`src/rtl/core/sdspi_pkg.sv`:
```
// Shared types and constants for the SD SPI-mode command transport.
// No dependencies; imported by all modules in rtl/core.
`default_nettype none
package sdspi_pkg;
  localparam int MaxBlockBytes   = 1024;
  localparam int WriteBlockBytes = 512;

  localparam logic [1:0] CMD_START_CMD   = 2'd0;
  localparam logic [1:0] CMD_START_READ  = 2'd1;
  localparam logic [1:0] CMD_START_WRITE = 2'd2;
  localparam logic [1:0] CMD_CARD_BYTE   = 2'd3;

  localparam logic [1:0] KIND_XFER = 2'd0;
  localparam logic [1:0] KIND_DATA = 2'd1;
  localparam logic [1:0] KIND_DONE = 2'd2;

  localparam logic [2:0] ST_OK        = 3'd0;
  localparam logic [2:0] ST_BUSY_TO   = 3'd1;
  localparam logic [2:0] ST_NO_R1     = 3'd2;
  localparam logic [2:0] ST_PREFIX    = 3'd3;
  localparam logic [2:0] ST_TOKEN_TO  = 3'd4;
  localparam logic [2:0] ST_BAD_TOKEN = 3'd5;
  localparam logic [2:0] ST_WR_REJECT = 3'd6;

  localparam logic [1:0] REG_READY_POLL = 2'd0;
  localparam logic [1:0] REG_TOKEN_POLL = 2'd1;
  localparam logic [1:0] REG_RESP_POLL  = 2'd2;

  // input item, 76 bits
  typedef struct packed {
    logic [7:0]  write_byte;
    logic [7:0]  card_byte;
    logic [7:0]  data_token;
    logic [10:0] block_length;
    logic [31:0] argument;
    logic        app_command;
    logic [5:0]  command_index;
    logic [1:0]  cmd;
  } item_t;

  // result item
  typedef struct packed {
    logic       last;
    logic [7:0] response_byte;
    logic [2:0] status;
    logic [7:0] read_byte;
    logic       select_active;
    logic [7:0] send_byte;
    logic [1:0] kind;
  } result_t;
endpackage
`default_nettype wire

```
`src/rtl/core/sdspi_front.sv`:
```
// Front end: input skid register feeding the engine.
// Depends on sdspi_pkg.
`default_nettype none
module sdspi_front
  import sdspi_pkg::*;
(
  input  wire logic  clk,
  input  wire logic  rst,
  input  wire logic  in_valid,
  output logic       in_ready,
  input  wire item_t in_item,
  output logic       q_valid,
  input  wire logic  q_ready,
  output item_t      q_item
);
  // one-entry queue: accepts when empty or draining this cycle
  assign in_ready = !q_valid || q_ready;
  always_ff @(posedge clk) begin
    if (rst) begin
      q_valid <= 1'b0;
    end else if (in_ready) begin
      q_valid <= in_valid;
    end
    if (in_ready && in_valid) begin
      q_item <= in_item;
    end
  end
endmodule
`default_nettype wire

```
`src/rtl/core/sdspi_engine.sv`:
```
// Back end: transport state machine, emits up to two results per item
// through a small output queue. Depends on sdspi_pkg.
`default_nettype none
module sdspi_engine
  import sdspi_pkg::*;
#(
  parameter int MAX_BLOCK_BYTES   = MaxBlockBytes,
  parameter int WRITE_BLOCK_BYTES = WriteBlockBytes
) (
  input  wire logic    clk,
  input  wire logic    rst,
  input  wire logic    cfg_we,
  input  wire logic [1:0]  cfg_index,
  input  wire logic [15:0] cfg_data,
  input  wire logic    q_valid,
  output logic         q_ready,
  input  wire item_t   q_item,
  output logic         out_valid,
  input  wire logic    out_ready,
  output result_t      out_item
);
  localparam int CW = $clog2(MAX_BLOCK_BYTES + 1) > 11 ? $clog2(MAX_BLOCK_BYTES + 1) : 11;
  localparam logic [CW-1:0] MaxLen = CW'(MAX_BLOCK_BYTES);
  localparam logic [CW-1:0] WrLen  = CW'(WRITE_BLOCK_BYTES);

  typedef enum logic [4:0] {
    PH_IDLE, PH_DESEL, PH_RSKIP, PH_RPOLL, PH_FRAME, PH_SKIP12, PH_R1,
    PH_TOKPOLL, PH_RDATA, PH_RCRC, PH_WRSKIP, PH_WRPOLL, PH_WTOKEN,
    PH_WDATA, PH_WCRC, PH_WRESP
  } phase_t;

  logic [15:0] ready_lim, token_lim;
  logic [7:0]  resp_lim;
  phase_t      phase, phase_next;
  logic [CW-1:0] bcnt, bcnt_next, hlen, hlen_next;
  logic [15:0] pcnt, pcnt_next;
  logic [2:0]  fpos, fpos_next;
  logic [5:0]  hidx, hidx_next;
  logic [31:0] harg, harg_next;
  logic        pre, pre_next;
  logic [7:0]  htok, htok_next;

  // output queue: 4 entries
  result_t   oq [4];
  logic [1:0] rd, wr;
  logic [2:0] cnt;
  result_t   r [2];
  logic [1:0] nr;

  assign q_ready = (cnt <= 3'd1);
  wire take = q_valid && q_ready;

  function automatic result_t xf(input logic [7:0] b, input logic s);
    result_t t;
    t = '0; t.kind = KIND_XFER; t.send_byte = b; t.select_active = s;
    return t;
  endfunction
  function automatic result_t dn(input logic [2:0] s, input logic [7:0] b);
    result_t t;
    t = '0; t.kind = KIND_DONE; t.status = s; t.response_byte = b; t.last = 1'b1;
    return t;
  endfunction

  logic [5:0]  cidx;
  logic [31:0] carg;
  logic [7:0]  fb;
  logic [7:0]  rlim, b;
  logic [CW-1:0] ilen;
  always_comb begin
    cidx = pre ? 6'd55 : hidx;
    carg = pre ? 32'd0 : harg;
    case (fpos_next)
      3'd0: fb = {2'b01, cidx};
      3'd1: fb = carg[31:24];
      3'd2: fb = carg[23:16];
      3'd3: fb = carg[15:8];
      3'd4: fb = carg[7:0];
      default: fb = (cidx == 6'd0) ? 8'h95 : (cidx == 6'd8) ? 8'h87 : 8'h01;
    endcase
  end

  always_comb begin
    rlim = (resp_lim == 8'd0) ? 8'd1 : resp_lim;
    b = q_item.card_byte;
    ilen = CW'(q_item.block_length);
    phase_next = phase; bcnt_next = bcnt; hlen_next = hlen; pcnt_next = pcnt;
    fpos_next = fpos; hidx_next = hidx; harg_next = harg; pre_next = pre;
    htok_next = htok;
    r[0] = '0; r[1] = '0; nr = 2'd0;
    case (q_item.cmd)
      CMD_START_CMD: begin
        hidx_next = q_item.command_index; pre_next = q_item.app_command;
        harg_next = q_item.argument; phase_next = PH_DESEL;
        r[0] = xf(8'hFF, 1'b0); nr = 2'd1;
      end
      CMD_START_READ: begin
        hlen_next = (ilen > MaxLen) ? MaxLen : ilen;
        pcnt_next = '0; phase_next = PH_TOKPOLL;
        r[0] = xf(8'hFF, 1'b1); nr = 2'd1;
      end
      CMD_START_WRITE: begin
        htok_next = q_item.data_token; phase_next = PH_WRSKIP;
        r[0] = xf(8'hFF, 1'b1); nr = 2'd1;
      end
      default: begin
        nr = 2'd1; r[0] = xf(8'hFF, 1'b1);
        case (phase)
          PH_DESEL: phase_next = PH_RSKIP;
          PH_RSKIP: begin phase_next = PH_RPOLL; pcnt_next = '0; end
          PH_RPOLL, PH_WRPOLL: begin
            if (b == 8'hFF) begin
              if (phase == PH_RPOLL) begin
                phase_next = PH_FRAME; fpos_next = 3'd0; r[0] = xf(fb, 1'b1);
              end else begin
                phase_next = PH_WTOKEN; r[0] = xf(htok, 1'b1);
              end
            end else if (pcnt < ready_lim) pcnt_next = pcnt + 16'd1;
            else begin r[0] = dn(ST_BUSY_TO, b); phase_next = PH_IDLE; end
          end
          PH_FRAME: begin
            if (fpos < 3'd5) begin
              fpos_next = fpos + 3'd1; r[0] = xf(fb, 1'b1);
            end else if (cidx == 6'd12) phase_next = PH_SKIP12;
            else begin phase_next = PH_R1; pcnt_next = 16'd1; end
          end
          PH_SKIP12: begin phase_next = PH_R1; pcnt_next = 16'd1; end
          PH_R1: begin
            if (!b[7]) begin
              if (pre && b <= 8'd1) begin
                pre_next = 1'b0; phase_next = PH_DESEL; r[0] = xf(8'hFF, 1'b0);
              end else begin
                r[0] = dn(pre ? ST_PREFIX : ST_OK, b); phase_next = PH_IDLE;
              end
            end else if (pcnt < 16'(rlim)) pcnt_next = pcnt + 16'd1;
            else begin r[0] = dn(ST_NO_R1, b); phase_next = PH_IDLE; end
          end
          PH_TOKPOLL: begin
            if (b == 8'hFF) begin
              if (pcnt < token_lim) pcnt_next = pcnt + 16'd1;
              else begin r[0] = dn(ST_TOKEN_TO, 8'hFF); phase_next = PH_IDLE; end
            end else if (b != 8'hFE) begin
              r[0] = dn(ST_BAD_TOKEN, b); phase_next = PH_IDLE;
            end else begin
              bcnt_next = '0; phase_next = (hlen != '0) ? PH_RDATA : PH_RCRC;
            end
          end
          PH_RDATA: begin
            r[0] = '0; r[0].kind = KIND_DATA; r[0].read_byte = b;
            r[1] = xf(8'hFF, 1'b1); nr = 2'd2;
            bcnt_next = bcnt + 1'b1;
            if (bcnt + 1'b1 >= hlen) begin phase_next = PH_RCRC; bcnt_next = '0; end
          end
          PH_RCRC: begin
            if (bcnt == '0) bcnt_next = CW'(1);
            else begin r[0] = dn(ST_OK, 8'hFE); phase_next = PH_IDLE; end
          end
          PH_WRSKIP: begin phase_next = PH_WRPOLL; pcnt_next = '0; end
          PH_WTOKEN: begin
            if (htok == 8'hFD) begin r[0] = dn(ST_OK, 8'h00); phase_next = PH_IDLE; end
            else begin
              phase_next = PH_WDATA; bcnt_next = CW'(1);
              r[0] = xf(q_item.write_byte, 1'b1);
            end
          end
          PH_WDATA: begin
            if (bcnt < WrLen) begin
              bcnt_next = bcnt + 1'b1; r[0] = xf(q_item.write_byte, 1'b1);
            end else begin phase_next = PH_WCRC; bcnt_next = '0; end
          end
          PH_WCRC: begin
            if (bcnt == '0) bcnt_next = CW'(1);
            else phase_next = PH_WRESP;
          end
          PH_WRESP: begin
            r[0] = dn(((b & 8'h1F) == 8'h05) ? ST_OK : ST_WR_REJECT, b);
            phase_next = PH_IDLE;
          end
          default: nr = 2'd0;
        endcase
      end
    endcase
  end

  logic deq;
  assign deq = out_valid && out_ready;
  assign out_valid = (cnt != 3'd0);
  assign out_item = oq[rd];

  always_ff @(posedge clk) begin
    if (rst) begin
      ready_lim <= 16'hFFFF; token_lim <= 16'hFFFF; resp_lim <= 8'd10;
      phase <= PH_IDLE; bcnt <= '0; hlen <= '0; pcnt <= '0; fpos <= '0;
      hidx <= '0; harg <= '0; pre <= 1'b0; htok <= '0;
      rd <= '0; wr <= '0; cnt <= '0;
    end else begin
      if (cfg_we) begin
        case (cfg_index)
          REG_READY_POLL: ready_lim <= cfg_data;
          REG_TOKEN_POLL: token_lim <= cfg_data;
          REG_RESP_POLL:  resp_lim  <= cfg_data[7:0];
          default: ;
        endcase
      end
      if (take) begin
        phase <= phase_next; bcnt <= bcnt_next; hlen <= hlen_next;
        pcnt <= pcnt_next; fpos <= fpos_next; hidx <= hidx_next;
        harg <= harg_next; pre <= pre_next; htok <= htok_next;
        if (nr >= 2'd1) oq[wr] <= r[0];
        if (nr >= 2'd2) oq[wr + 2'd1] <= r[1];
        wr <= wr + nr;
      end
      if (deq) rd <= rd + 2'd1;
      cnt <= cnt + (take ? {1'b0, nr} : 3'd0) - (deq ? 3'd1 : 3'd0);
    end
  end
endmodule
`default_nettype wire

```
`src/rtl/core/sd_spi_command_transport.sv`:
```
// SD SPI-mode command transport, top level.
// Depends on sdspi_pkg, sdspi_front, sdspi_engine.
//
// One item per card byte: a start item launches a command, block read or
// block write; every later item returns the card's byte for the last
// requested transfer. The block answers with a transfer request, read data
// bytes and a final done item (tlast). An item is accepted every cycle while
// at most one result is queued; a data-read item gives two results, so the
// rate follows the 4-entry output queue, which drains one result per cycle
// while m_axis_tready is high. Write config only while idle; not enforced.
`default_nettype none
module sd_spi_command_transport
  import sdspi_pkg::*;
#(
  parameter int MAX_BLOCK_BYTES   = MaxBlockBytes,
  parameter int WRITE_BLOCK_BYTES = WriteBlockBytes
) (
  input  wire logic        clk,
  input  wire logic        rst,
  input  wire logic        cfg_we,
  input  wire logic [1:0]  cfg_index,
  input  wire logic [15:0] cfg_data,
  input  wire logic        s_axis_tvalid,
  output logic             s_axis_tready,
  // command_index, app_command, argument, block_length, data_token,
  // card_byte, write_byte (bits 0..73), zero fill to 80
  input  wire logic [79:0] s_axis_tdata,
  input  wire logic [1:0]  s_axis_tuser,   // cmd
  output logic             m_axis_tvalid,
  input  wire logic        m_axis_tready,
  // send_byte, select_active, read_byte, status, response_byte (0..27)
  output logic [31:0]      m_axis_tdata,
  output logic [1:0]       m_axis_tuser,   // kind
  output logic             m_axis_tlast
);
  item_t   in_item, q_item;
  result_t res;
  logic    q_valid, q_ready;

  assign in_item = {s_axis_tdata[73:0], s_axis_tuser};

  sdspi_front u_front (
    .clk, .rst, .in_valid(s_axis_tvalid), .in_ready(s_axis_tready),
    .in_item, .q_valid, .q_ready, .q_item
  );

  sdspi_engine #(
    .MAX_BLOCK_BYTES(MAX_BLOCK_BYTES), .WRITE_BLOCK_BYTES(WRITE_BLOCK_BYTES)
  ) u_engine (
    .clk, .rst, .cfg_we, .cfg_index, .cfg_data, .q_valid, .q_ready, .q_item,
    .out_valid(m_axis_tvalid), .out_ready(m_axis_tready), .out_item(res)
  );

  assign m_axis_tuser = res.kind;
  assign m_axis_tlast = res.last;
  assign m_axis_tdata = {4'd0, res.response_byte, res.status, res.read_byte,
                         res.select_active, res.send_byte};
  // fields s_axis_tdata[79:74] unused by design (zero fill)
endmodule
`default_nettype wire

```
`config.mk`:
```
export PLATFORM = sky130hd
export DESIGN_NAME = sd_spi_command_transport
export DESIGN_NICKNAME = d
export VERILOG_FILES = /design/src/rtl/core/sdspi_pkg.sv /design/src/rtl/core/sdspi_front.sv /design/src/rtl/core/sdspi_engine.sv /design/src/rtl/core/sd_spi_command_transport.sv
export SDC_FILE = /design/constraint.sdc
export NUM_CORES = 1
export LEC_CHECK = 0
export BUFFER_PORTS_ARGS = -buffer_cell sky130_fd_sc_hd__buf_4
export CAP_MARGIN = 20
export CORE_ASPECT_RATIO = 0.6
export CORE_MARGIN = 2
export CORE_UTILIZATION = 45
export CTS_CLUSTER_SIZE = 12
export DETAILED_ROUTE_END_ITERATION = 12
export PLACE_DENSITY = 0.6
export SYNTH_ARGS = -nofsm -noshare
export SYNTH_HDL_FRONTEND = slang
export SYNTH_HIERARCHICAL = 1
export SYNTH_SLANG_ARGS = --single-unit
```
`constraint.sdc`:
```
create_clock -name clk -period 9 [get_ports clk]
set_input_delay 0.45 -clock clk [delete_from_list [all_inputs] [get_ports clk]]
set_output_delay 0.45 -clock clk [all_outputs]
set_load 0.01 [all_outputs]
```
==> results.rst, run 1 <==
.. list-table::
   :header-rows: 1

   * - Metric
     - Value
   * - Outcome
     - finished clean
   * - Clock buffer depth
     - 3
   * - Overall routing resource usage
     - 0.229
   * - Total length of routed met2 wires
     - around 18 mm
   * - Final period util
     - 0.520
   * - Initial drt markers
     - 1107
   * - Maximum VDD drop
     - 0.142 mV
   * - Syn-to-layout area delta
     - 15.0%
   * - Worst min-delay path category
     - primary input to flop
   * - Pwr Total
     - 3.69 mW
   * - # Max-Cap Violations
     - 0
   * - Category of the critical setup timing path
     - flop to flop
   * - Post-CTS Resized
     - 0
   * - Count of input and output buffers
     - roughly 130
   * - Number of H-tree levels
     - 2
   * - Global-route congestion overflow total
     - 0
   * - Hold EP
     - u_front/q_item[28]
   * - Die outline area
     - 37300 um2
   * - Arrival @ worst endpoint
     - 4.93 ns
   * - CP Max Fanout
     - 25
   * - Top cell type by total area after synthesis
     - dfxtp_1
   * - Critical Path Source Type
     - flop
   * - Worst clock skew
     - 0.0277 ns
   * - Unique cell type count in the Yosys netlist
     - 97
   * - Per-cell routed wire length
     - roughly 20 um
   * - Mux share of post-synthesis cell area
     - 0.0528
   * - Flip-flop and latch count after synthesis
     - between 300 and 400
   * - Mean post-synth cell area
     - approximately 10 um2
   * - Final setup fails
     - 0
   * - Via density per instance
     - 5.76
   * - Cell Area, Synth
     - 16100 um2
   * - Prevailing post-synth register cell
     - dfxtp_1
   * - Adder and majority gate portion of the synthesized area
     - 0.0480
   * - Compound-cell area share of the yosys netlist
     - 0.191
   * - Area inside the core boundary
     - 35100 um2
   * - Category of the worst setup path capture point
     - flop
   * - Proportion of netlist area held by the largest area contributor
     - 0.282
   * - Reported leakage power
     - around 7.4 nW
   * - Sum of routed wire segments on met1
     - 21.2 mm
   * - Clock latency on the worst-skew pair
     - around 0.54 ns
   * - FP Rows
     - 53
   * - Vias post-DR
     - about 13000
   * - Cell count after placement
     - 2131
   * - Final-report hold violation count
     - 0
   * - Final-layout worst hold slack
     - 0.0872 ns
   * - Endpoint of the lowest-slack register-to-register path
     - u_engine/oq[2][4]
   * - Via count of the first global-routing pass
     - 12108
   * - Post-CTS setup-driven buffer insertion count
     - 0
   * - GP Congestion
     - about 0.9
   * - Worst Hold Launch
     - s_axis_tdata[26]
   * - Largest cells by area after synthesis
     - dfxtp_1 (28%), edfxtp_1 (21%), nand2_1 (5.4%), ha_1 (4.7%), mux4_2 (4.2%)
   * - Final Critical Period
     - roughly 4.7 ns
   * - Inserted Diodes
     - 0
   * - Main combinational cell family by area after synthesis
     - compound AO/OA/AOI/OAI gates
   * - Post-Synthesis Cells
     - 1610
   * - Antenna Violating Nets Remaining
     - 0
   * - Dominant cell by count in the synthesized netlist
     - nand2_1
   * - Starting density of the core
     - 0.458
   * - Met3 wire len
     - 3.32 mm
   * - Internal reg-to-reg setup slack
     - 4.32 ns
   * - Share of post-route cells with drive strength above 1
     - 0.162
   * - Startpoint of the most critical register-to-register path
     - u_engine/phase[1]
   * - Initial antenna violation count
     - 0
   * - Slew headroom
     - 0.332
   * - TritonCTS Buffers
     - 35
   * - Die outline height
     - between 150 and 200 um
   * - Simple-gate portion of the synthesized area
     - 0.164
   * - Cell area power density
     - 200 nW/um2
   * - Upper clock frequency limit
     - roughly 0.21 GHz
   * - Detailed-placement wirelength estimate
     - 29.8 mm
   * - Total Nets Final
     - 1869
   * - Ys Warns
     - 6
   * - Portion of the post-synthesis area used by sequential elements
     - 0.491
   * - Slew of the pin with the lowest slew margin
     - between 1 and 1.5 ns
   * - Number of sinks on the clock net
     - between 300 and 400
   * - Required time reported for the critical path endpoint
     - between 9 and 10 ns
   * - Setup TNS
     - 0 ns
   * - Final routed DRC violation total
     - 0
   * - Highest metal layer with signal wires
     - met4
   * - Setup repair after global routing missed its margin
     - no
   * - EDFF count, synth
     - 112
   * - Clock tree from TritonCTS
     - built
   * - Post-layout instance count excluding filler cells
     - ~2200
   * - Overall die width
     - ~250 um
   * - Root cell of the clock tree
     - clkbuf_16
   * - Final instance area
     - 18500 um2
   * - Fraction of synthesis flops using an asynchronous set or reset pin
     - 0
   * - Total Routed Length
     - 43.0 mm
   * - Hold-fix buffers, CTS
     - 0
   * - Number of top-level pins
     - 142
   * - Count of cells along the worst hold path
     - 1
   * - Count of final max-slew check failures
     - 0
   * - Area post-placement
     - 17300 um2
   * - Detailed-router iteration count before antenna repair
     - 5
   * - Synth cell count leaders
     - nand2_1 (231), dfxtp_1 (226), edfxtp_1 (112)
   * - Maximum number of pins on one net before global-route repair
     - 69
   * - Synthesized-area fraction occupied by xor and xnor cells
     - 0.00764
   * - Number of cell instances on the worst register-to-register path
     - 9
   * - Wire length of the first global-routing pass
     - 67.3 mm
   * - Register clock-pin slew on the reported worst setup and hold paths
     - 0.06 ns
[layer usage]
metal	up-vias	track usage
met5	-	0
met2	398	0.329
li1	6099	-
met1	6107	0.347
met4	0	0.0524
met3	48	0.0528
[registers in the layout, summed over array words and instances (netlist names), 6 cells and up, named ones only]
signal              flops
u_engine/ready_lim     16
u_engine/resp_lim       8
u_engine/bcnt          11
u_engine/htok           8
u_engine/oq           120
u_engine/harg          32
u_engine/hlen          11
u_engine/token_lim     16
u_engine/pcnt          16
u_engine/hidx           6
u_front/q_item         76
[layout by cell type, fill, tap and decap left out, drive strengths merged, types with 13 or more instances in the layout]
cell type | netlist | routed
dfxtp | 226 | 226
a211oi | 13 | 13
clkbuf | 73 | 61
inv | 74 | 75
nand3 | 26 | 26
o211ai | 41 | 41
a221o | 27 | 27
edfxtp | 112 | 112
and3 | 30 | 30
mux4 | 30 | 30
ha | 60 | 60
a21o | 18 | 18
mux2i | 16 | 16
a21oi | 101 | 101
and2 | 19 | 19
nor4 | 17 | 17
nor3 | 23 | 23
nand2 | 231 | 231
nor3b | 24 | 24
a22o | 18 | 18
o21ai | 129 | 129
buf | 28 | 154
nor2 | 103 | 103
[where the power goes]
part           switching [mW]  total (mW)  internal, mW  leakage, nW
clock                   0.598        1.41         0.811        0.533
sequential             0.0689        1.73          1.67         2.94
combinational           0.320       0.545         0.225         3.97
total                   0.987        3.69          2.70         7.44
[worst max-delay path, cell delays in order, from the launching register on]
cell and delay, ns:
dfxtp_1 0.87, nand4bb_1 0.61, nor3_4 0.65, a311o_1 0.78
nor2_1 0.14, a221oi_2 0.27, a211o_1 0.21, o211ai_1 0.11
a221oi_2 0.58, o21ai_1 0.16
[logic make-up (layout without fill, tap and decap cells)]
| logic type | count (synthesis) | after routing |
|---|---|---|
| other | 1 | 4 |
| flip-flops | 338 | 338 |
| adder cells (fa/ha/maj) | 61 | 61 |
| XOR/XNOR | 14 | 14 |
| buffers and inverters | 175 | 291 |
| AND/OR/NAND/NOR | 540 | 540 |
| AO/OA/AOI/OAI | 434 | 434 |
| multiplexers | 47 | 47 |
[area by class of cell]
type	count	area (um2)
fill	3149	16600
tap	467	584
clock buffer	61	1070
timing repair buffer	154	1160
multi-input combinational	1100	7450
clock inverter	2	25.0
inverter	74	278
sequential	338	7890
[how the worst max path moves through the flow]
stage	startpoint	end	slack, ns	cells past startpoint
2_1_floorplan	u_engine/bcnt[0]	u_engine/phase[0]	5.60	14
3_3_place_gp	u_engine/phase[1]	u_engine/oq[1][3]	4.56	9
3_5_place_dp	u_engine/phase[1]	u_engine/oq[1][3]	4.45	9
4_1_cts	u_engine/phase[1]	u_engine/oq[1][3]	4.45	9
5_1_grt	u_engine/phase[1]	u_engine/oq[2][4]	4.03	9
6_report	u_engine/phase[1]	u_engine/oq[2][4]	4.32	9
[per-stage QoR]
stage / setup WS (ns) / utilization
after floorplan: 5.60 / -
after global placement: 4.56 / 0.494
after detailed placement: 4.45 / 0.494
after CTS: 4.45 / 0.526
after global routing: 4.03 / 0.526
final: 4.32 / 0.526
No activity file was read; power rests on OpenSTA's default activity.
==> inputs of run 2 (changes only) <==
--- a/config.mk
+++ b/config.mk
@@ -5,6 +5,7 @@
 export SDC_FILE = /design/constraint.sdc
 export NUM_CORES = 1
 export LEC_CHECK = 0
+export ABC_AREA = 1
 export BUFFER_PORTS_ARGS = -buffer_cell sky130_fd_sc_hd__buf_4
 export CAP_MARGIN = 20
 export CORE_ASPECT_RATIO = 0.6
@@ -12,7 +13,7 @@
 export CORE_UTILIZATION = 45
 export CTS_CLUSTER_SIZE = 12
 export DETAILED_ROUTE_END_ITERATION = 12
-export PLACE_DENSITY = 0.6
+export PLACE_DENSITY = 0.62
 export SYNTH_ARGS = -nofsm -noshare
 export SYNTH_HDL_FRONTEND = slang
 export SYNTH_HIERARCHICAL = 1
==> constraint.sdc (replaced) <==
create_clock -name clk -period 4.1 [get_ports clk]
set_input_delay 0.205 -clock clk [delete_from_list [all_inputs] [get_ports clk]]
set_output_delay 0.205 -clock clk [all_outputs]
set_load 0.01 [all_outputs]
==> run 2 against run 1 <==
Cell count grew 27%. Critical path type unchanged. Clock skew down 0.0076 ns. Flip-flop and latch count stayed put. Cell area up 7.7%. Critical endpoint is now u_engine/bcnt[1].
==> results.rst, run 2 <==
.. list-table::
   :header-rows: 1

   * - Metric
     - Value
   * - Prevailing post-synth register cell
     - dfxtp_1 (unchanged)
   * - Post-CTS setup-driven buffer insertion count
     - 0 (unchanged)
   * - Starting density of the core
     - 0.455 (was 0.458)
   * - Inserted Diodes
     - 0 (unchanged)
   * - Post-CTS Resized
     - 0 (unchanged)
   * - Share of post-route cells with drive strength above 1
     - 0.112 (was 0.162)
   * - Cell seen most often among critical-path stages
     - nor2_1 (was a221oi_2)
   * - Dominant cell by count in the synthesized netlist
     - nand2_1 (unchanged)
   * - Category of the critical setup timing path
     - flop to flop (unchanged)
   * - Worst clock skew
     - 0.0201 ns (was 0.0277 ns)
   * - Per-cell routed wire length
     - 16.8 um (was 19.6 um)
   * - Overall die width
     - 251 um (was 248 um)
   * - Detailed-placement wirelength estimate
     - 31.8 mm (was 29.8 mm)
   * - Largest cells by area after synthesis
     - dfxtp_1 (27%), edfxtp_1 (20%), nand2_1 (11%), o21ai_0 (5.1%), a21oi_1 (4.5%) (was dfxtp_1 (28%), edfxtp_1 (21%), nand2_1 (5.4%), ha_1 (4.7%), mux4_2 (4.2%))
   * - Largest registers
     - u_engine/oq x120, u_front/q_item x76, u_engine/harg x32 (unchanged)
   * - Unique cell type count in the Yosys netlist
     - 52 (was 97)
   * - Proportion of power drawn by combinational gates
     - 0.218 (was 0.148)
   * - Flip-flop and latch count after synthesis
     - 338 (unchanged)
   * - Overall routing resource usage
     - 0.243 (was 0.229)
   * - Final instance area
     - 19900 um2 (was 18500 um2)
   * - Total buffers and inverters traversed by the critical path
     - 3 (was 0)
   * - Setup repair after global routing missed its margin
     - no (unchanged)
   * - Slew headroom
     - 0.269 (was 0.332)
   * - Proportion of netlist area held by the largest area contributor
     - 0.274 (was 0.282)
   * - Category of the worst setup path capture point
     - flop (unchanged)
   * - Simple-gate portion of the synthesized area
     - 0.245 (was 0.164)
   * - Setup TNS
     - 0 ns (unchanged)
   * - Vias post-DR
     - 14857 (was 12652)
   * - Synthesized-area fraction occupied by xor and xnor cells
     - 0.00636 (was 0.00764)
   * - FP Rows
     - 54 (was 53)
   * - Hold-fix buffers, CTS
     - 93 (was 0)
   * - Most frequent cells in the layout
     - nand2_1 (498), dfxtp_1 (226), nor2_1 (191) (was nand2_1 (231), dfxtp_1 (224), buf_4 (152))
   * - Int Pwr
     - 6.19 mW (was 2.70 mW)
   * - Post-Synthesis Cells
     - 2096 (was 1610)
   * - Initial antenna violation count
     - 0 (unchanged)
   * - # Max-Cap Violations
     - 0 (unchanged)
   * - Die outline height
     - 152 um (was 150 um)
   * - Critical path's slowest cell
     - nor3_2 (was dfxtp_1)
   * - Count of final max-slew check failures
     - 0 (unchanged)
   * - Critical Path Stages
     - 21 (was 9)
   * - Pre-CTS setup slack
     - 0.690 ns (was 4.45 ns)
   * - Arrival @ worst endpoint
     - 3.92 ns (was 4.93 ns)
   * - Clock latency on the worst-skew pair
     - 0.54 ns (about the same)
   * - Area of the multi-input gates
     - 7440 um2 (was 7450 um2)
   * - Final period util
     - 0.846 (was 0.520)
   * - Area post-placement
     - 17900 um2 (was 17300 um2)
   * - GP Congestion
     - 0.902 (was 0.879)
   * - Number of cell instances on the worst register-to-register path
     - 21 (was 9)
   * - Area taken by flip-flops and latches
     - 7890 um2 (about the same)
   * - Wire length of the first global-routing pass
     - 75.1 mm (was 67.3 mm)
   * - Fraction of power consumed by sequential logic
     - 0.431 (was 0.470)
   * - Fraction of synthesis flops using an asynchronous set or reset pin
     - 0 (unchanged)
   * - Reported leakage power
     - 8.54 nW (was 7.44 nW)
   * - Top reg by flops
     - u_engine/oq (unchanged)
   * - Endpoint of the lowest-slack register-to-register path
     - u_engine/bcnt[1] (was u_engine/oq[2][4])
   * - Critical Path Source Type
     - flop (unchanged)
   * - Synth cell count leaders
     - nand2_1 (498), dfxtp_1 (226), nor2_1 (191) (was nand2_1 (231), dfxtp_1 (226), edfxtp_1 (112))
   * - Post-route setup slack
     - 0.633 ns (was 4.32 ns)
   * - Maximum number of pins on one net before global-route repair
     - 77 (was 69)
   * - Final-layout worst hold slack
     - 0.0755 ns (was 0.0872 ns)
   * - Clock tree from TritonCTS
     - built (unchanged)
   * - Startpoint of the most critical register-to-register path
     - u_engine/bcnt[1] (was u_engine/phase[1])
   * - Via density per instance
     - 5.33 (was 5.76)
   * - Portion of the post-synthesis area used by sequential elements
     - 0.477 (was 0.491)
   * - Upper clock frequency limit
     - 0.288 GHz (was 0.214 GHz)
   * - Total Routed Length
     - 46.8 mm (was 43.0 mm)
   * - Total Nets Final
     - 2450 (was 1869)
   * - Detailed-router iteration count before antenna repair
     - 5 (unchanged)
   * - Adder and majority gate portion of the synthesized area
     - 0.0466 (was 0.0480)
   * - Slew of the pin with the lowest slew margin
     - 1.10 ns (was 1.00 ns)
   * - Required time reported for the critical path endpoint
     - 4.55 ns (was 9.25 ns)
   * - Leading cell type in the layout, fill and taps excluded
     - nand2_1 (unchanged)
   * - Via count of the first global-routing pass
     - 14227 (was 12108)
   * - Worst setup path end
     - u_engine/bcnt[1] (was u_engine/oq[2][4])
   * - Worst min-delay path category
     - primary input to flop (unchanged)
   * - Final Critical Period
     - 3.47 ns (was 4.68 ns)
   * - Count of input and output buffers
     - 131 (unchanged)
   * - Clock buffer depth
     - 3 (unchanged)
   * - Switching component of the power
     - 2.75 mW (was 0.987 mW)
   * - Initial drt markers
     - 1253 (was 1107)
   * - Root cell of the clock tree
     - clkbuf_16 (unchanged)
   * - Antenna Violating Nets Remaining
     - 0 (unchanged)
   * - Number of top-level pins
     - 142 (unchanged)
   * - Filler cell count
     - 3395 (was 3149)
   * - Outcome
     - finished clean (unchanged)
   * - Top cell type by total area after synthesis
     - dfxtp_1 (unchanged)
   * - Number of sinks on the clock net
     - 338 (unchanged)
   * - Ys Warns
     - 6 (unchanged)
   * - Syn-to-layout area delta
     - 20.3% (was 15.0%)
   * - Switching power as a share of total power
     - 0.308 (was 0.268)
   * - Global-route congestion overflow total
     - 0 (unchanged)
   * - Compound-cell area share of the yosys netlist
     - 0.150 (was 0.191)
   * - Launch point of the worst path
     - u_engine/bcnt[1] (was u_engine/phase[1])
   * - Mean post-synth cell area
     - 7.88 um2 (was 9.97 um2)
   * - Register clock-pin slew on the reported worst setup and hold paths
     - 0.06 ns (about the same)
   * - Cell type group with the largest total delay on the critical path
     - simple AND/OR/NAND/NOR gates (was compound AO/OA/AOI/OAI gates)
   * - Highest cell delay on the worst timing path
     - 0.49 ns (was 0.87 ns)
   * - TritonCTS Buffers
     - 36 (was 35)
   * - EDFF count, synth
     - 112 (unchanged)
   * - Worst-path cell chain
     - ha_1 -> nand3_1 -> nor2_1 -> nand2_1 -> nor2_1 -> inv_1 -> nor2_1 -> nand3_1 -> xor2_1 -> inv_1 -> ha_1 -> a21oi_1 -> o21a_1 -> and2_1 -> o311a_1 -> nand2_1 -> inv_1 -> nor2_1 -> nor3_2 -> nand2_1 -> a21oi_1 (was nand4bb_1 -> nor3_4 -> a311o_1 -> nor2_1 -> a221oi_2 -> a211o_1 -> o211ai_1 -> a221oi_2 -> o21ai_1)
   * - Cell area power density
     - 450 nW/um2 (was 200 nW/um2)
   * - Maximum VDD drop
     - 0.240 mV (was 0.142 mV)
   * - Relative contribution of the clock network to total power
     - 0.351 (was 0.382)
   * - Die outline area
     - 38300 um2 (was 37300 um2)
   * - Internal reg-to-reg setup slack
     - 0.63 ns (was 4.32 ns)
   * - Main combinational cell family by area after synthesis
     - simple AND/OR/NAND/NOR gates (was compound AO/OA/AOI/OAI gates)
   * - Final-report hold violation count
     - 0 (unchanged)
   * - Area inside the core boundary
     - 36300 um2 (was 35100 um2)
   * - Number of H-tree levels
     - 2 (unchanged)
   * - CP Max Fanout
     - 9 (was 25)
   * - Mux share of post-synthesis cell area
     - 0 (was 0.0528)
   * - Cell Area, Synth
     - 16500 um2 (was 16100 um2)
   * - Final setup fails
     - 0 (unchanged)
   * - Flip-flop count of the largest register after layout
     - 120 (unchanged)
   * - Final routed DRC violation total
     - 0 (unchanged)
-- run 2: cell types whose count changed in the layout (fill, tap and decap cells not counted), sizes merged, moves of 21 or more --
cell / delta
mux4: -30
nand3: +124
dlygate4sd3: +93
inv: +120
nor3b: -24
nand2: +282
nand4: +21
and3: -29
o21ai: +70
o22ai: +26
nor2: +99
a221o: -27
a21oi: +52
-- run 2: through the flow --
stage          total power [mW]   util  std cells
6_report                   8.95  0.548       2787
5_1_grt                    9.39  0.548       2787
4_1_cts                    9.00  0.548       2787
3_5_place_dp               5.79  0.492       2629
3_3_place_gp               5.76  0.492       2629
2_1_floorplan              5.11      -       2099
-- run 2: area by class of cell --
type / count / share of cell area
multi-input cells: 1458 / 0.374
inverters: 202 / 0.0381
repair buffers: 248 / 0.106
well taps: 476 / 0.0300
clock inverters: 7 / 0.00365
flip-flops and latches: 338 / 0.397
clock buffers: 58 / 0.0515
-- run 2: worst reg2reg max path, cell delays in order, from the launching register on --
cell and delay, ns:
dfxtp_1 0.38, ha_1 0.21, nand3_1 0.12, nor2_1 0.12
nand2_1 0.08, nor2_1 0.09, inv_1 0.05, nor2_1 0.16
nand3_1 0.11, xor2_1 0.14, inv_1 0.07, ha_1 0.30
a21oi_1 0.16, o21a_1 0.13, and2_1 0.12, o311a_1 0.19
nand2_1 0.07, inv_1 0.08, nor2_1 0.06, nor3_2 0.49
nand2_1 0.13, a21oi_1 0.15
-- run 2: per-layer routing --
| layer | track usage | wire length (um) | vias up |
|---|---|---|---|
| met4 | 0.0567 | 807 | 0 |
| li1 | - | - | 7401 |
| met2 | 0.364 | 19500 | 440 |
| met1 | 0.367 | 23900 | 6952 |
| met3 | 0.0366 | 2620 | 64 |
| met5 | 0 | 0 | - |
-- run 2: cell families (layout without fill, tap and decap cells) --
family	after synthesis	in the layout
simple gates	933	933
compound gates	448	448
flops	338	338
buf+inv	303	515
fa+ha+maj	61	61
xor+xnor	12	12
other cells	1	4
-- run 2: power by group through the flow --
| stage | clock, mW | combinational, mW | sequential, mW |
|---|---|---|---|
| 2_1_floorplan | 0 | 1.25 | 3.85 |
| 3_3_place_gp | 0 | 1.84 | 3.92 |
| 3_5_place_dp | 0 | 1.86 | 3.93 |
| 4_1_cts | 3.21 | 1.94 | 3.85 |
| 5_1_grt | 3.34 | 2.16 | 3.88 |
| 6_report | 3.14 | 1.95 | 3.86 |
-- run 2: worst min path at each step --
stage,from,cells past startpoint,end,slack (ns)
floorplan,rst,1,u_front/q_valid,0.27
global placement,s_axis_tdata[36],1,u_front/q_item[38],0.38
detailed placement,s_axis_tdata[4],1,u_front/q_item[6],0.38
CTS,cfg_we,4,u_engine/token_lim[0],0.06
global route,cfg_we,4,u_engine/token_lim[0],0.11
finish,cfg_we,4,u_engine/token_lim[0],0.08
